### config.mk
export PLATFORM = sky130hd
export DESIGN_NAME = fmp4_box_segment_framer_unit
export DESIGN_NICKNAME = d
export VERILOG_FILES = /design/src/rtl/fmp4bf_pkg.sv /design/src/rtl/fmp4_box_segment_framer_unit.sv
export SDC_FILE = /design/constraint.sdc
export NUM_CORES = 1
export LEC_CHECK = 0
export BUFFER_PORTS_ARGS = -buffer_cell sky130_fd_sc_hd__buf_2
export CAP_MARGIN = 20
export CORE_ASPECT_RATIO = 1.4
export CORE_UTILIZATION = 60
export DETAILED_ROUTE_END_ITERATION = 10
export GPL_TIMING_DRIVEN = 0
export PLACE_DENSITY = 0.92
export SLEW_MARGIN = 20
export SYNTH_ARGS = -nofsm -noshare
export SYNTH_HDL_FRONTEND = slang
export SYNTH_SLANG_ARGS = --single-unit
### constraint.sdc
create_clock -name i_clk -period 17.15 [get_ports i_clk]
set_input_delay 2.5725 -clock i_clk [delete_from_list [all_inputs] [get_ports i_clk]]
set_output_delay 2.5725 -clock i_clk [all_outputs]
set_load 0.02 [all_outputs]
### src/rtl/fmp4bf_pkg.sv
// ----------------------------------------------------------------------------
// fmp4bf_pkg
// Box type codes, box classes and the type lookup for the fMP4 box framer.
// ----------------------------------------------------------------------------
package fmp4bf_pkg;

    localparam logic [31:0] FOURCC_FTYP = 32'h6674_7970;
    localparam logic [31:0] FOURCC_FREE = 32'h6672_6565;
    localparam logic [31:0] FOURCC_MOOV = 32'h6D6F_6F76;
    localparam logic [31:0] FOURCC_STYP = 32'h7374_7970;
    localparam logic [31:0] FOURCC_MOOF = 32'h6D6F_6F66;
    localparam logic [31:0] FOURCC_MDAT = 32'h6D64_6174;

    localparam int unsigned HDR_BYTES = 8;

    typedef enum logic [1:0] {
        CLASS_INIT   = 2'd0,
        CLASS_HEADER = 2'd1,
        CLASS_DATA   = 2'd2,
        CLASS_DROP   = 2'd3
    } t_box_class;

    function automatic t_box_class class_of_type(input logic [31:0] type_word);
        t_box_class cls;
        case (type_word)
            FOURCC_FTYP, FOURCC_FREE, FOURCC_MOOV: cls = CLASS_INIT;
            FOURCC_STYP, FOURCC_MOOF:              cls = CLASS_HEADER;
            FOURCC_MDAT:                           cls = CLASS_DATA;
            default:                               cls = CLASS_DROP;
        endcase
        return cls;
    endfunction

endpackage

### src/rtl/fmp4_box_segment_framer_unit.sv
// ----------------------------------------------------------------------------
// fmp4_box_segment_framer_unit
// Frames a fragmented ISO BMFF byte stream into per-box records.
// ----------------------------------------------------------------------------
// Input stream: one byte per transaction on s_axis. Each box starts with a
// big-endian size and a four-character type; the byte at which a box ends
// produces one record on m_axis, every other byte produces nothing.
// Record: tdata carries type, size and the count of segments completed before
// the box; tuser carries the class (init, header, data, dropped) and the
// malformed flag (size below 8, framed as an 8-byte box); tlast marks an
// accepted mdat, which ends a segment and returns the order to init.
// Pipeline: each byte is framed while it sits in the input register, and
// the record of a box end is offered from the output register.
// Throughput: one byte per cycle unless a box end stalls; framing is one counter add and compare.
// Reset (synchronous, active low) empties both registers, clears the byte
// position, the header and the segment count, and sets the order to init.
// A stalled receiver holds the record in the output register; bytes that
// do not end a box keep flowing, and s_axis_tready drops only when a box
// end meets a full, stalled output register.
// ----------------------------------------------------------------------------
module fmp4_box_segment_framer_unit
    import fmp4bf_pkg::*;
(
    input  logic         i_clk,
    input  logic         i_rst_n,
    input  logic         s_axis_tvalid,
    output logic         s_axis_tready,
    input  logic [7:0]   s_axis_tdata,   // [7:0] data_byte
    output logic         m_axis_tvalid,
    input  logic         m_axis_tready,
    output logic [95:0]  m_axis_tdata,   // [31:0] box_type_code, [63:32] box_length,
                                         // [95:64] segment_number
    output logic         m_axis_tlast,   // segment_end
    output logic [2:0]   m_axis_tuser    // [1:0] category, [2] malformed
);

    logic        r_in_valid;
    logic [7:0]  r_in_byte;
    logic [63:0] r_hdr;
    logic [31:0] r_pos;
    t_box_class  r_order;
    logic [31:0] r_seg_cnt;

    logic        r_out_valid;
    logic [95:0] r_out_data;
    logic        r_out_last;
    logic [2:0]  r_out_user;

    logic [63:0] n_hdr;
    logic [31:0] n_pos;
    t_box_class  n_order;
    logic [31:0] n_seg_cnt;

    logic [31:0] w_size;
    logic [31:0] w_type;
    logic        w_bad;
    logic [31:0] w_eff;
    logic [32:0] w_pos_inc;
    logic        w_last;
    t_box_class  w_cls;
    t_box_class  w_cat;
    logic        w_seg_end;
    logic        w_out_free;
    logic        w_stall;
    logic        w_fire;

    always_comb begin
        n_hdr = (r_pos < 32'(HDR_BYTES)) ? {r_hdr[55:0], r_in_byte} : r_hdr;
        w_size = n_hdr[63:32];
        w_type = n_hdr[31:0];
        w_bad = w_size < 32'(HDR_BYTES);
        w_eff = w_bad ? 32'(HDR_BYTES) : w_size;
        w_pos_inc = {1'b0, r_pos} + 33'd1;
        w_last = (r_pos >= 32'(HDR_BYTES - 1)) && !(w_pos_inc < {1'b0, w_eff});
        w_cls = class_of_type(w_type);
        w_cat = w_cls;
        w_seg_end = 1'b0;
        n_order = r_order;
        n_seg_cnt = r_seg_cnt;
        if (w_cls == CLASS_DROP || w_cls < r_order) begin
            w_cat = CLASS_DROP;
        end else if (w_cls == CLASS_DATA) begin
            w_seg_end = 1'b1;
            n_seg_cnt = r_seg_cnt + 32'd1;
            n_order = CLASS_INIT;
        end else begin
            n_order = w_cls;
        end
        n_pos = w_last ? 32'd0 : w_pos_inc[31:0];
    end

    assign w_out_free    = !r_out_valid || m_axis_tready;
    assign w_stall       = r_in_valid && w_last && !w_out_free;
    assign w_fire        = r_in_valid && !w_stall;
    assign s_axis_tready = !w_stall;

    always_ff @(posedge i_clk) begin
        if (!i_rst_n) begin
            r_in_valid <= 1'b0;
        end else if (s_axis_tready) begin
            r_in_valid <= s_axis_tvalid;
        end
        if (s_axis_tready) begin
            r_in_byte <= s_axis_tdata;
        end
    end

    always_ff @(posedge i_clk) begin
        if (!i_rst_n) begin
            r_hdr     <= '0;
            r_pos     <= '0;
            r_order   <= CLASS_INIT;
            r_seg_cnt <= '0;
        end else if (w_fire) begin
            r_hdr <= w_last ? 64'd0 : n_hdr;
            r_pos <= n_pos;
            if (w_last) begin
                r_order   <= n_order;
                r_seg_cnt <= n_seg_cnt;
            end
        end
    end

    always_ff @(posedge i_clk) begin
        if (!i_rst_n) begin
            r_out_valid <= 1'b0;
        end else if (w_fire && w_last) begin
            r_out_valid <= 1'b1;
        end else if (m_axis_tready) begin
            r_out_valid <= 1'b0;
        end
        if (w_fire && w_last) begin
            r_out_data <= {r_seg_cnt, w_size, w_type};
            r_out_last <= w_seg_end;
            r_out_user <= {w_bad, w_cat};
        end
    end

    assign m_axis_tvalid = r_out_valid;
    assign m_axis_tdata  = r_out_data;
    assign m_axis_tlast  = r_out_last;
    assign m_axis_tuser  = r_out_user;

`ifndef ASSERT_OFF
    a_last_is_data: assert property (@(posedge i_clk) disable iff (!i_rst_n)
        m_axis_tvalid && m_axis_tlast |-> m_axis_tuser[1:0] == CLASS_DATA)
        else $error("segment end on a record that is not a data box");

    a_bad_size: assert property (@(posedge i_clk) disable iff (!i_rst_n)
        m_axis_tvalid |-> m_axis_tuser[2] == (m_axis_tdata[63:32] < 32'(HDR_BYTES)))
        else $error("malformed flag disagrees with box size");

    a_seg_step: assert property (@(posedge i_clk) disable iff (!i_rst_n)
        w_fire && w_last && w_seg_end |=> r_seg_cnt == $past(r_seg_cnt) + 32'd1)
        else $error("segment count did not advance at segment end");

    a_order_reset: assert property (@(posedge i_clk) disable iff (!i_rst_n)
        w_fire && w_last && w_seg_end |=> r_order == CLASS_INIT && r_pos == 32'd0)
        else $error("order or position not returned to start after segment end");
`endif

endmodule
======== Yosys cells after proc, flatten, opt, wreduce, memory -nomap -nowiden ========
Cells that the tools add are included.
cells by class
  add/subtract/negate cells ............... 2
  $lt $le $gt $ge ......................... 5
  eq/ne operators ......................... 8
  mux-type cells .......................... 9
  bitwise operators ....................... 1
  reductions and logical operators ........ 16
operators by type and width
  operator               count
  $eq 32x31->1 const B   6
  $mux 64                2
  $lt 32x4->1 const B    2
  $mux 32                2
  $add 32x1->33 const B  1
  $lt 33x32->1           1
  $add 32x1->32 const B  1
  $ge 32x3->1 const B    1
  $pmux 2 s3             1
  $logic_and 1x1->1      5
  $eq 2x2->1 const B     2
  $logic_not 1->1        4
  $reduce_and 4->1       1
  $mux 1                 3
  $reduce_and 3->1       1
  $reduce_or 3->1        1
  $logic_or 1x1->1       2
  $lt 2x2->1             1
  $mux 2                 1
  $reduce_bool 2->1      1
  $reduce_or 2->1        1
  $not 1->1              1
word-level totals
  flip-flop bits (word level) ............. 240
  input port bits ......................... 12
  output and inout port bits .............. 102
  logic and storage cells ................. 52

======== Depth between registers and ports, before layout ========
  depth after elaboration ................. 13
  gate-level depth with buffers ........... 21
  mapped depth without buffers ............ 16

======== Worst setup path after synthesis ========
OpenSTA, ideal clock, no wires.
  path kind ............................... register to register
  start point ............................. register r_pos[2]
  end point ............................... register r_out_data[0], in the netlist m_axis_tdata[0], enable pin
  library setup time ...................... 0.562 ns
  arrival time ............................ 7.996 ns
  required time ........................... 16.588 ns
  path slack .............................. 8.593 ns
  cell stages (with the launch flop) ...... 18
  path buffers ............................ 2
  clock period less this slack ............ 8.557 ns
  cells stage by stage .................... dfxtp_1 > clkbuf_1 > nand3_1 > nor4_1 > nand4_1 > nor2_1 > and2_1 > nand3_1 > xnor2_1 > ha_1 > nand4_1 > nor4_1 > nand2_1 > o21ai_0 > or2_0 > buf_2 > o211ai_1 > nor2_1
between the ends
  word-level cells in the longest chain between the ends .. 12
  elaborated cells between the ends (all ways) .. 14
  classes of those cells .................. 1 x add/sub; 4 x order compare; 2 x mux; 7 x reduce/logical
ends and longest elaborated chain
  item                             line                                 source
  start: declaration               fmp4_box_segment_framer_unit.sv:40   logic [31:0] r_pos;
  start signal: assignment         fmp4_box_segment_framer_unit.sv:116  r_pos <= n_pos;
  $lt 32x4->1                      fmp4_box_segment_framer_unit.sv:68   n_hdr = (r_pos < 32'(HDR_BYTES)) ? {r_hdr[55:0], r_in_byte} : r_hdr;
  $mux 64                          fmp4_box_segment_framer_unit.sv:68
  $lt 32x4->1                      fmp4_box_segment_framer_unit.sv:71   w_bad = w_size < 32'(HDR_BYTES);
  $mux 32                          fmp4_box_segment_framer_unit.sv:72   w_eff = w_bad ? 32'(HDR_BYTES) : w_size;
  $lt 33x32->1                     fmp4_box_segment_framer_unit.sv:74   w_last = (r_pos >= 32'(HDR_BYTES - 1)) && !(w_pos_inc < {1'b0, w_eff});
  $logic_not 1->1                  fmp4_box_segment_framer_unit.sv:74
  $logic_and 1x1->1 *              fmp4_box_segment_framer_unit.sv:74
  $logic_and 1x1->1 (2 in series)  fmp4_box_segment_framer_unit.sv:93   assign w_stall = r_in_valid && w_last && !w_out_free;
  $logic_not 1->1                  fmp4_box_segment_framer_unit.sv:94   assign w_fire = r_in_valid && !w_stall;
  $logic_and 1x1->1                fmp4_box_segment_framer_unit.sv:94
  $logic_and 1x1->1 *              fmp4_box_segment_framer_unit.sv:132  if (w_fire && w_last) begin
  end signal: assignment           fmp4_box_segment_framer_unit.sv:133  r_out_data <= {r_seg_cnt, w_size, w_type};
  end: declaration                 fmp4_box_segment_framer_unit.sv:45   logic [95:0] r_out_data;
Mark *: on every way between the ends. The rest lies on a longest branch, timed or not.
A chain may end at the register's enable or synchronous reset.

======== Worst setup path in the final report ========
  start point ............................. register r_pos[2]
  end point ............................... output port s_axis_tready
between the ends
  word-level cells in the longest chain between the ends .. 10
  elaborated cells between the ends (all ways) .. 12
  classes of those cells .................. 1 x add/sub; 4 x order compare; 2 x mux; 5 x reduce/logical
ends and longest elaborated chain
  item                               line                                source
  $lt 32x4->1                        fmp4_box_segment_framer_unit.sv:68
  $mux 64                            fmp4_box_segment_framer_unit.sv:68
  $lt 32x4->1                        fmp4_box_segment_framer_unit.sv:71
  $mux 32                            fmp4_box_segment_framer_unit.sv:72
  $lt 33x32->1                       fmp4_box_segment_framer_unit.sv:74
  $logic_not 1->1                    fmp4_box_segment_framer_unit.sv:74
  $logic_and 1x1->1 *                fmp4_box_segment_framer_unit.sv:74
  $logic_and 1x1->1 * (2 in series)  fmp4_box_segment_framer_unit.sv:93
  $logic_not 1->1 *                  fmp4_box_segment_framer_unit.sv:95  assign s_axis_tready = !w_stall;
  end: declaration                   fmp4_box_segment_framer_unit.sv:27  output logic s_axis_tready,
Marks and branches as above.

==> results.json <==
{
  "grt_pass1_wl_microns": 43400,
  "antenna_found_initial": 1,
  "clock_latency_ns": 0.51,
  "critPathArrivalTime_ns": 6.42,
  "grt_start_max_net_pins": 33,
  "power_mw": 1.18,
  "ios": 114,
  "crit_fanout": 10,
  "die_x_microns": 117,
  "synth_most_common_cell": "nand2_1",
  "fin_nets": 1270,
  "finalClockSkew_ns": 0.0113,
  "post-dp-hpwl_microns": 18700,
  "drive_gt1_share_pct": 16.2,
  "cap_violations": 0,
  "yosys-top-cells-count": "173 x nand2_1, 132 x dfxtp_1, 108 x edfxtp_1",
  "route.vias.total": 9149,
  "drc": 0,
  "rsz0062_at_grt": "false",
  "ys_seq_elements": 240,
  "worst_pin_slew_ns": 0.973,
  "avgSynthCellArea_sq_um": 10.2,
  "synth_ff_type": "dfxtp_1",
  "place.gp.congestion": 0.886,
  "routed_wl_microns": 27100,
  "tns_ns": 0,
  "syn_inst": 1084,
  "finalHoldViolCount": 0,
  "utilization_pct": 71.3,
  "num_antenna_cells": 0,
  "syn_area_sq_um": 11100,
  "status": "finished clean",
  "cts-resized-gates": 0,
  "synthTopCellsByArea": "edfxtp_1 29%, dfxtp_1 24%, nand2_1 5.9%",
  "dp_slack_ns": 9.05,
  "root_buffer": "clkbuf_16",
  "die_area_sq_um": 19000,
  "ys_seq_area_share_pct": 53.1,
  "path_class": "flip-flop to output port",
  "dr.first_iter.drc_count": 963,
  "hp-class": "flip-flop to flip-flop",
  "relSlewSlack_pct": 34.4,
  "powerDensity_nw_per_um2": 92.3,
  "fp.dieH_microns": 163,
  "firstDrtPassIters": 5,
  "vdd_drop_max_mv": 0.0832,
  "fin_crit_sh_pct": 52.4,
  "hold_buffers": 0,
  "synth_cell_types": 75,
  "yosysWarnings": 0,
  "core_area_sq_um": 18000,
  "synth_top_cell_by_area": "edfxtp_1",
  "timing.final.ws_setup_ns": 8.16,
  "postRouteAntennaNets": 0,
  "syn_to_final_growth_pct": 15.8,
  "vias_per_cell": 6.18,
  "leakage_nw": 4.72,
  "cp-start-kind": "flip-flop",
  "post-route-min-period_ns": 8.99,
  "finalSetupViolCount": 0,
  "fmax_ghz": 0.111,
  "clock_sinks": 240,
  "hold_slack_ns": 0.469,
  "port_buffers": 113,
  "clk_pin_slew_ns": 0.07,
  "netlist.area_leader.share_pct": 29.3,
  "clock_path_buffers": 3,
  "wl_per_cell_microns": 18.3,
  "cts_made_buffers": 22,
  "cp.required_ns": 14.58,
  "post_cts_buffers": 0,
  "drv_slew": 0,
  "end_kind": "output port",
  "cts_tree": "built",
  "initial_core_util_pct": 61.5,
  "cts-htree-levels": 1,
  "grt_pass1_vias": 8976,
  "async_flop_share_pct": 0,
  "synth.net_count": 1130,
  "synth_edf_count": 108,
  "grt_remaining_overflow": 0,
  "rows": 58,
  "grt.total_usage_pct": 28.8
}
-- cell usage in the layout, fill, tap and decap left out, types with 4 or more instances in the layout --
cell type / count
nand2_1: 173
dfxtp_1: 132
buf_2: 130
edfxtp_1: 108
o21ai_0: 65
a22o_1: 53
a21oi_1: 52
inv_1: 49
nor2_1: 43
nand3_1: 38
or3_1: 34
ha_1: 34
mux2i_1: 32
nand4_1: 28
clkbuf_1: 27
clkbuf_16: 23
xnor2_1: 21
nor4_1: 19
nor3_1: 17
xor2_1: 14
a211oi_1: 10
and2_1: 8
and4_1: 7
nand3b_1: 6
nor2b_1: 5
and3_1: 5
bufinv_16: 5
o211ai_1: 4
nand4bb_1: 4
or4_1: 4
o2111ai_1: 4
-- flip-flops by register name, summed over array words and instances, names as in the netlist, 2 cells and up --
register and cells:
m_axis_tdata 96, m_axis_tuser 3, r_order 2, r_pos 32, r_seg_cnt 32, r_hdr 64
r_in_byte 8
-- logic make-up after synthesis --
| family | count (synthesis) | share of synthesized area (%) |
|---|---|---|
| mux | 33 | 3.03 |
| fa+ha+maj | 34 | 3.84 |
| simple gates | 424 | 19.9 |
| flops | 240 | 53.1 |
| compound gates | 221 | 13.7 |
| xor+xnor | 35 | 2.77 |
| buf+inv | 97 | 3.68 |
-- final cells by class --
type,count,area (sq um)
Tap cell,240,300
Clock buffer,27,611
Inverter,50,188
Fill cell,1256,5170
Timing Repair Buffer,116,626
Clock inverter,13,206
Buffer,47,220
Sequential cell,240,5890
Multi-Input combinational cell,747,4790
-- per-stage QoR --
| step | instances | area (sq um) |
|---|---|---|
| 2_1_floorplan | 1084 | 11100 |
| 3_3_place_gp | 1437 | 11900 |
| 3_5_place_dp | 1440 | 12000 |
| 4_1_cts | 1480 | 12800 |
| 5_1_grt | 1480 | 12800 |
| 6_report | 1480 | 12800 |
-- worst paths after layout --
path | start | to | slack (ns) | depth (start not counted)
setup / recovery | r_pos[2] | s_axis_tready | 8.16 | 17
hold / removal | r_order[1] | r_order[1] | 0.47 | 2
setup reg to reg | r_pos[2] | m_axis_tdata[49] | 10.37 | 19
hold reg to reg | r_order[1] | r_order[1] | 0.47 | 2
-- layer usage --
layer / up-vias / GRT usage, % / share of wire (%)
met5: - / 0 / 0.044
met4: 2 / 14.3 / 4.4
met3: 98 / 5.40 / 7.4
met2: 433 / 49.2 / 50
met1: 4348 / 34.3 / 38
li1: 4268 / - / -
-- report_power, final --
part           switching [mW]  internal [mW]
clock                   0.218          0.331
sequential            0.00420          0.597
combinational          0.0226         0.0112
-- critical path, cell delays in order, from the launching register on --
cell and delay (ns):
dfxtp_1 0.31, clkbuf_1 0.33, nand3_1 0.32, nor4_1 0.72
nand4_1 0.36, nor2_1 0.31, and2_1 0.20, nand4_1 0.13
xnor2_1 0.20, ha_1 0.30, nand4_1 0.14, nor4_1 0.72
nand2_1 0.11, o21ai_0 0.62, nor2_1 0.14, a21oi_1 0.30
nand3_1 0.39, buf_2 0.31
No activity file was read; power rests on OpenSTA's default activity.
